File: config.mk
export PLATFORM = sky130hd
export DESIGN_NAME = sorted_sequence_merge_unit_flat
export DESIGN_NICKNAME = d
export VERILOG_FILES = /design/src/rtl/ssm_pkg.sv /design/src/rtl/ssm_if.sv /design/src/rtl/ssm_store.sv /design/src/rtl/sorted_sequence_merge_unit.sv /design/src/flat_wrapper.sv
export SDC_FILE = /design/constraint.sdc
export NUM_CORES = 2
export LEC_CHECK = 0
export ABC_AREA = 1
export BUFFER_PORTS_ARGS = -buffer_cell sky130_fd_sc_hd__buf_4
export CAP_MARGIN = 25
export CORE_ASPECT_RATIO = 1.4
export CORE_MARGIN = 1
export CORE_UTILIZATION = 59
export CTS_BUF_LIST = sky130_fd_sc_hd__clkbuf_8
export CTS_CLUSTER_SIZE = 20
export DETAILED_ROUTE_END_ITERATION = 7
export PLACE_DENSITY_LB_ADDON = 0.08
export SLEW_MARGIN = 20
export SYNTH_ARGS = -nofsm -noshare
export SYNTH_HDL_FRONTEND = slang
export SYNTH_SLANG_ARGS = --single-unit
File: constraint.sdc
create_clock -name i_clk -period 3.5 [get_ports i_clk]
set_input_delay 0.525 -clock i_clk [delete_from_list [all_inputs] [get_ports i_clk]]
set_output_delay 0.525 -clock i_clk [all_outputs]
set_load 0.01 [all_outputs]
File: src/rtl/ssm_pkg.sv
// ssm_pkg: shared types and op codes for the sorted sequence merge unit
// no dependencies; imported by the interfaces, the store and the top level
`timescale 1ns / 1ps
`default_nettype none

package ssm_pkg;

    localparam int DATA_W = 32;

    typedef logic signed [DATA_W-1:0] t_data;
    typedef logic [1:0]               t_op;

    // request op codes
    localparam t_op OP_APPEND_FIRST  = 2'd0;
    localparam t_op OP_APPEND_SECOND = 2'd1;
    localparam t_op OP_MERGE         = 2'd2;

endpackage

`default_nettype wire

File: src/rtl/ssm_if.sv
// ssm_in_if / ssm_out_if: valid-ready channels for requests and merged results
// depends on ssm_pkg
`timescale 1ns / 1ps
`default_nettype none

interface ssm_in_if;
    logic          valid;
    logic          ready;
    ssm_pkg::t_op  op;
    ssm_pkg::t_data value;

    modport source (output valid, output op, output value, input ready);
    modport sink   (input valid, input op, input value, output ready);
endinterface

interface ssm_out_if;
    logic           valid;
    logic           ready;
    ssm_pkg::t_data merged_value;
    logic           from_second;
    logic           last;
    logic           overflow;

    modport source (output valid, output merged_value, output from_second,
                    output last, output overflow, input ready);
    modport sink   (input valid, input merged_value, input from_second,
                    input last, input overflow, output ready);
endinterface

`default_nettype wire

File: src/rtl/ssm_store.sv
// ssm_store: one element store, single write port, registered read port
// depends on ssm_pkg
`timescale 1ns / 1ps
`default_nettype none

module ssm_store #(
    parameter int  DEPTH = 32,
    localparam int AW    = (DEPTH > 1) ? $clog2(DEPTH) : 1
) (
    input  wire logic            i_clk,
    input  wire logic            i_we,
    input  wire logic [AW-1:0]   i_waddr,
    input  wire ssm_pkg::t_data  i_wdata,
    input  wire logic [AW-1:0]   i_raddr,
    output ssm_pkg::t_data       o_rdata
);
    import ssm_pkg::*;

    t_data r_mem [DEPTH];
    t_data r_rdata;

    // write port
    always_ff @(posedge i_clk) begin
        if (i_we) begin
            r_mem[i_waddr] <= i_wdata;
        end
    end

    // registered read port
    always_ff @(posedge i_clk) begin
        r_rdata <= r_mem[i_raddr];
    end

    assign o_rdata = r_rdata;

endmodule

`default_nettype wire

File: src/rtl/sorted_sequence_merge_unit.sv
// sorted_sequence_merge_unit: top level, two element stores and the merge sequencer
// depends on ssm_pkg, ssm_if and ssm_store
`timescale 1ns / 1ps
`default_nettype none

// Collects two sequences of signed 32-bit values and merges them on request.
// An append request (op 0 to the first store, op 1 to the second) is taken
// while the unit is idle and gives no result; appends beyond DEPTH are dropped
// and set a sticky overflow flag that rides on every result of the next merge.
// A merge request (op 2) emits every stored element, one result each, taking
// the head of the first store when it is strictly smaller, otherwise the head
// of the second, and the rest of one store once the other is used up; the
// final result carries last, and both stores are then empty and the flag is
// cleared. Each element passes through a registered store read, then the
// shared compare and the output load, which waits while the output side
// stalls; the input is not ready until the last result is loaded. A merge
// of two empty stores emits nothing. Op 3 is accepted and ignored. The result
// register lets new append requests be taken while the final result waits.
module sorted_sequence_merge_unit #(
    parameter int DEPTH = 32
) (
    input  wire logic  i_clk,
    input  wire logic  i_rst_n,
    ssm_in_if.sink     i_in,
    ssm_out_if.source  o_out
);
    import ssm_pkg::*;

    localparam int AW = (DEPTH > 1) ? $clog2(DEPTH) : 1;
    localparam int CW = $clog2(DEPTH + 1);

    // sequencer states
    localparam logic [1:0] ST_IDLE  = 2'd0;
    localparam logic [1:0] ST_FETCH = 2'd1;
    localparam logic [1:0] ST_EMIT  = 2'd2;

    logic [1:0]    r_state, n_state;
    logic [CW-1:0] r_cnt_a, n_cnt_a;
    logic [CW-1:0] r_cnt_b, n_cnt_b;
    logic [CW-1:0] r_ia, n_ia;
    logic [CW-1:0] r_ib, n_ib;
    logic          r_drop, n_drop;

    logic          r_out_valid, n_out_valid;
    t_data         r_out_value, n_out_value;
    logic          r_out_second, n_out_second;
    logic          r_out_last, n_out_last;
    logic          r_out_ovf, n_out_ovf;

    logic          in_fire;
    logic          slot_free;
    logic          we_a, we_b;
    t_data         head_a, head_b;
    logic          a_left, b_left, take_a, is_last;
    logic [CW:0]   done_cnt, total_cnt;

    assign in_fire   = i_in.valid && i_in.ready;
    assign slot_free = !r_out_valid || o_out.ready;

    assign we_a = in_fire && (i_in.op == OP_APPEND_FIRST)  && (r_cnt_a < CW'(DEPTH));
    assign we_b = in_fire && (i_in.op == OP_APPEND_SECOND) && (r_cnt_b < CW'(DEPTH));

    // element stores
    ssm_store #(.DEPTH(DEPTH)) u_store_a (
        .i_clk   (i_clk),
        .i_we    (we_a),
        .i_waddr (r_cnt_a[AW-1:0]),
        .i_wdata (i_in.value),
        .i_raddr (r_ia[AW-1:0]),
        .o_rdata (head_a)
    );

    ssm_store #(.DEPTH(DEPTH)) u_store_b (
        .i_clk   (i_clk),
        .i_we    (we_b),
        .i_waddr (r_cnt_b[AW-1:0]),
        .i_wdata (i_in.value),
        .i_raddr (r_ib[AW-1:0]),
        .o_rdata (head_b)
    );

    // shared compare and merge position
    assign a_left    = r_ia < r_cnt_a;
    assign b_left    = r_ib < r_cnt_b;
    assign take_a    = a_left && (!b_left || (head_a < head_b));
    assign done_cnt  = (CW+1)'(r_ia) + (CW+1)'(r_ib) + (CW+1)'(1);
    assign total_cnt = (CW+1)'(r_cnt_a) + (CW+1)'(r_cnt_b);
    assign is_last   = done_cnt == total_cnt;

    // sequencer next state
    always_comb begin
        n_state      = r_state;
        n_cnt_a      = r_cnt_a;
        n_cnt_b      = r_cnt_b;
        n_ia         = r_ia;
        n_ib         = r_ib;
        n_drop       = r_drop;
        n_out_valid  = r_out_valid && !o_out.ready;
        n_out_value  = r_out_value;
        n_out_second = r_out_second;
        n_out_last   = r_out_last;
        n_out_ovf    = r_out_ovf;
        unique case (r_state)
            ST_IDLE: begin
                if (in_fire) begin
                    case (i_in.op)
                        OP_APPEND_FIRST: begin
                            if (we_a) n_cnt_a = r_cnt_a + CW'(1);
                            else      n_drop  = 1'b1;
                        end
                        OP_APPEND_SECOND: begin
                            if (we_b) n_cnt_b = r_cnt_b + CW'(1);
                            else      n_drop  = 1'b1;
                        end
                        OP_MERGE: begin
                            n_ia = '0;
                            n_ib = '0;
                            if (total_cnt == '0) n_drop  = 1'b0;
                            else                 n_state = ST_FETCH;
                        end
                        default: ;
                    endcase
                end
            end
            ST_FETCH: begin
                n_state = ST_EMIT;
            end
            ST_EMIT: begin
                if (slot_free) begin
                    n_out_valid  = 1'b1;
                    n_out_value  = take_a ? head_a : head_b;
                    n_out_second = !take_a;
                    n_out_last   = is_last;
                    n_out_ovf    = r_drop;
                    if (take_a) n_ia = r_ia + CW'(1);
                    else        n_ib = r_ib + CW'(1);
                    if (is_last) begin
                        n_cnt_a = '0;
                        n_cnt_b = '0;
                        n_drop  = 1'b0;
                        n_state = ST_IDLE;
                    end else begin
                        n_state = ST_FETCH;
                    end
                end
            end
            default: n_state = ST_IDLE;
        endcase
    end

    // control registers
    always_ff @(posedge i_clk) begin
        if (!i_rst_n) begin
            r_state     <= ST_IDLE;
            r_cnt_a     <= '0;
            r_cnt_b     <= '0;
            r_ia        <= '0;
            r_ib        <= '0;
            r_drop      <= 1'b0;
            r_out_valid <= 1'b0;
        end else begin
            r_state     <= n_state;
            r_cnt_a     <= n_cnt_a;
            r_cnt_b     <= n_cnt_b;
            r_ia        <= n_ia;
            r_ib        <= n_ib;
            r_drop      <= n_drop;
            r_out_valid <= n_out_valid;
        end
    end

    // result payload
    always_ff @(posedge i_clk) begin
        r_out_value  <= n_out_value;
        r_out_second <= n_out_second;
        r_out_last   <= n_out_last;
        r_out_ovf    <= n_out_ovf;
    end

    assign i_in.ready         = r_state == ST_IDLE;
    assign o_out.valid        = r_out_valid;
    assign o_out.merged_value = r_out_value;
    assign o_out.from_second  = r_out_second;
    assign o_out.last         = r_out_last;
    assign o_out.overflow     = r_out_ovf;

endmodule

`default_nettype wire

File: src/flat_wrapper.sv
// flat-port wrapper written by rule: the top's interface ports become plain ports
module sorted_sequence_merge_unit_flat import ssm_pkg::*;
#(
    parameter int DEPTH = 32
)
  (i_clk, i_rst_n, i_in_valid, i_in_op, i_in_value, i_in_ready, o_out_valid, o_out_merged_value, o_out_from_second, o_out_last, o_out_overflow, o_out_ready);
  ssm_in_if i_in_i ();
  ssm_out_if o_out_i ();
  input  wire logic i_clk;
  input  wire logic i_rst_n;
  input wire logic [$bits(i_in_i.valid)-1:0] i_in_valid;
  input wire logic [$bits(i_in_i.op)-1:0] i_in_op;
  input wire logic [$bits(i_in_i.value)-1:0] i_in_value;
  output wire logic [$bits(i_in_i.ready)-1:0] i_in_ready;
  output wire logic [$bits(o_out_i.valid)-1:0] o_out_valid;
  output wire logic [$bits(o_out_i.merged_value)-1:0] o_out_merged_value;
  output wire logic [$bits(o_out_i.from_second)-1:0] o_out_from_second;
  output wire logic [$bits(o_out_i.last)-1:0] o_out_last;
  output wire logic [$bits(o_out_i.overflow)-1:0] o_out_overflow;
  input wire logic [$bits(o_out_i.ready)-1:0] o_out_ready;
  assign i_in_i.valid = i_in_valid;
  assign i_in_i.op = i_in_op;
  assign i_in_i.value = i_in_value;
  assign i_in_ready = i_in_i.ready;
  assign o_out_valid = o_out_i.valid;
  assign o_out_merged_value = o_out_i.merged_value;
  assign o_out_from_second = o_out_i.from_second;
  assign o_out_last = o_out_i.last;
  assign o_out_overflow = o_out_i.overflow;
  assign o_out_i.ready = o_out_ready;
  sorted_sequence_merge_unit #(.DEPTH(DEPTH)) u_core (.i_clk(i_clk), .i_rst_n(i_rst_n), .i_in(i_in_i), .o_out(o_out_i));
endmodule
==> flow_summary.yaml <==
placement:
  gp_congestion: 0.826
  place_hpwl_um: 132000
  io_buffer_count: 74
timing:
  holdWs_ns: 0.0419
  rsz0062_at_grt: "no"
  hold_violations: 0
  tightestPinTransition_ns: 1.06
  slew_headroom_pct: 29.0
  fin_skew_ns: 0.0604
  final.min_clock_period_ns: 2.93
  final.setup.tns_ns: 0
  slew_viol_final: 0
  fmax_ghz: 0.341
  fin_crit_sh_pct: 83.9
  setup_viol: 0
routing:
  drt_pass1_iterations: 6
  via_per_inst: 6.52
  wl_per_cell_um: 28.7
  vias: 56100
  drt_wl_total_um: 247000
  final_antenna_net_count: 0
  drt_iter0_markers: 6945
  drc: 0
synth:
  async_flop_share_pct: 0
  ys_warn_count: 0
  ys.flop_type: "edfxtp_1"
  synth.distinct_cells: 44
  synth_edf_count: 2083
  syn-cell-area_um2: 85300
  ys_seq_area_share_pct: 75.5
  postSynthCellCount: 6271
  ys_ff_latch: 2175
  syn_nets: 6377
  avgSynthCellArea_um2: 13.6
cells_and_area:
  final_cell_mix: "edfxtp_1, nor2_1, o21ai_0"
  drive_above_1_share_pct: 11.9
  final.fill_count: 10300
  final_nets: 6565
  area_delta_synth_final_pct: 12.1
  final_common_cell: "edfxtp_1"
critical_path:
  cp.required_ns: 4.38
  cp.arrival_ns: 3.81
  cp_max_fo: 86
  r2r_cells: 8
  path_class: "reg2reg"
  setup.worst_path.start_class: "register"
  endpoint_kind: "register"
grt:
  grtUsageTotal_pct: 33.8
  grt_max_degree: 178
  antenna_found_initial: 21
  grt_pass1_vias: 53900
  grt_pass1_wl_um: 356000
  grt-ovfl-total: 0
pwr:
  ir_drop_v: 0.000451
  leakagePower_nw: 31.3
  power_density_nw_per_um2: 539
clocking:
  postCtsSetupBuffers: 0
  ctsHoldBuffers: 31
  cts_buffers: 327
  clk_path_buf_depth: 4
  cts-htree-levels: 5
  clk_latency_ns: 1.07
  cts_root_buffer: "clkbuf_8"
  cts_tree: "yes"
  path_clk_slew_ns: 0.06
  clkSinkCount: 2175
  cts-resized-gates: 0
die:
  die-area_um2: 146000
  io-pin-count: 75
  die_y_um: 452
  die_w_um: 323
  start_util_pct: 59.7
  coreArea_um2: 143000
  num_rows: 164
outcome:
  status: "finished, final reports clean"
min_path:
  hp-class: "in2reg"
  min_path_cells: 1
job:
  maxCapViolations: 0
sequential cells by signal (all words and copies together), names as in the netlist:
signal / cells
u_core.o_out.valid: 1
u_core.u_store_a.r_mem: 1024
u_core.u_store_a.o_rdata: 32
u_core.r_drop: 1
u_core.r_cnt_a: 6
u_core.r_ia: 6
u_core.o_out.last: 1
u_core.r_state: 2
u_core.o_out.overflow: 1
u_core.u_store_b.r_mem: 1024
u_core.o_out.from_second: 1
u_core.r_cnt_b: 6
u_core.u_store_b.o_rdata: 32
u_core.o_out.merged_value: 32
u_core.r_ib: 6
cell usage after synthesis (2+ instances only):
cell      count  area share [%]
edfxtp_1   2083              73
nor2_1     1292             5.7
o21ai_0    1091             6.4
o221ai_1    390             4.0
clkbuf_1    360             1.6
nand3_1     183             1.1
o22ai_1     123            0.90
nand2_1     109            0.48
dfxtp_1      92             2.2
inv_1        83            0.37
buf_2        76            0.45
a21oi_1      75            0.44
ha_1         66            0.97
a31oi_1      65            0.48
a32oi_1      58            0.60
o21ai_1      18            0.11
buf_1        12           0.053
a21oi_2      11            0.11
xor2_1       11            0.11
inv_2        10           0.044
buf_4         9           0.079
nand3_2       9            0.11
nor3_1        6           0.035
xnor2_1       5           0.051
nand4_1       4           0.029
nor2_2        4           0.029
buf_6         3           0.040
a31oi_2       2           0.029
fa_1          2           0.047
nand2_2       2           0.015
nand2_4       2           0.026
o211ai_1      2           0.018
o21a_1        2           0.018
layout make-up:
class | count | area [um2] | share of cell area, %
clock inverter | 200 | 857 | 0.896
sequential | 2175 | 64400 | 67.4
tap | 1909 | 2390 | 2.50
antenna | 14 | 35.0 | 0.0366
timing repair buffer | 320 | 3620 | 3.78
clock buffer | 345 | 4750 | 4.97
inverter | 94 | 388 | 0.406
multi-input combinational | 3541 | 19200 | 20.0
final timing paths:
path	end	from	slack [ns]
worst min register to register	u_core.o_out.overflow	u_core.r_drop	0.45
worst min-delay path	u_core.u_store_b.r_mem[27][25]	i_in_value[25]	0.04
worst max-delay path	u_core.u_store_b.o_rdata[8]	u_core.r_ib[0]	0.57
worst max register to register	u_core.u_store_b.o_rdata[8]	u_core.r_ib[0]	0.57
per-layer routing:
metal	up-vias	track usage, %	share of wire, %
met3	645	5.97	8.8
li1	24200	-	-
met4	4	16.0	4.7
met1	28200	43.5	37
met2	2996	55.9	49
met5	-	0	0.011
power by group:
part	internal (W)	leakage, nW	switching, W	total, W
Sequential	0.0288	19.5	0.000178	0.0289
Clock	0.00917	3.32	0.00937	0.0185
Combinational	0.00119	8.52	0.00287	0.00406
Total	0.0391	31.3	0.0124	0.0515
through the flow:
step           instance area, um2  util (%)  std cells  power [W]  setup slack (ns)
5_1_grt                     95600      66.8       8590     0.0531             0.431
2_1_floorplan               85300         -       6271     0.0316             0.475
6_report                    95600      66.9       8598     0.0515             0.565
4_1_cts                     95600      66.8       8584     0.0517             0.653
3_5_place_dp                89700      62.7       8008     0.0335             0.676
3_3_place_gp                89700      62.7       8008     0.0334             0.718
worst max-delay path, cell delays in order (launching register included):
cell and delay [ns]:
dfxtp_4 0.39, buf_12 0.34, buf_4 0.63, o21ai_0 0.21
o22ai_1 0.18, o21ai_0 0.09, o21ai_1 0.18, nor2_1 0.09
a31oi_1 0.49
cell families after synthesis:
family	after synthesis	synth area share (%)
AOI/OAI and AO/OA	1841	13.2
DFF	2175	75.5
adders and majority gates	68	1.01
and+or+nand+nor	1615	7.53
xor gates and xnor gates	17	0.183
buffers and inverters	555	2.64
(Power assumes the default switching activity.)
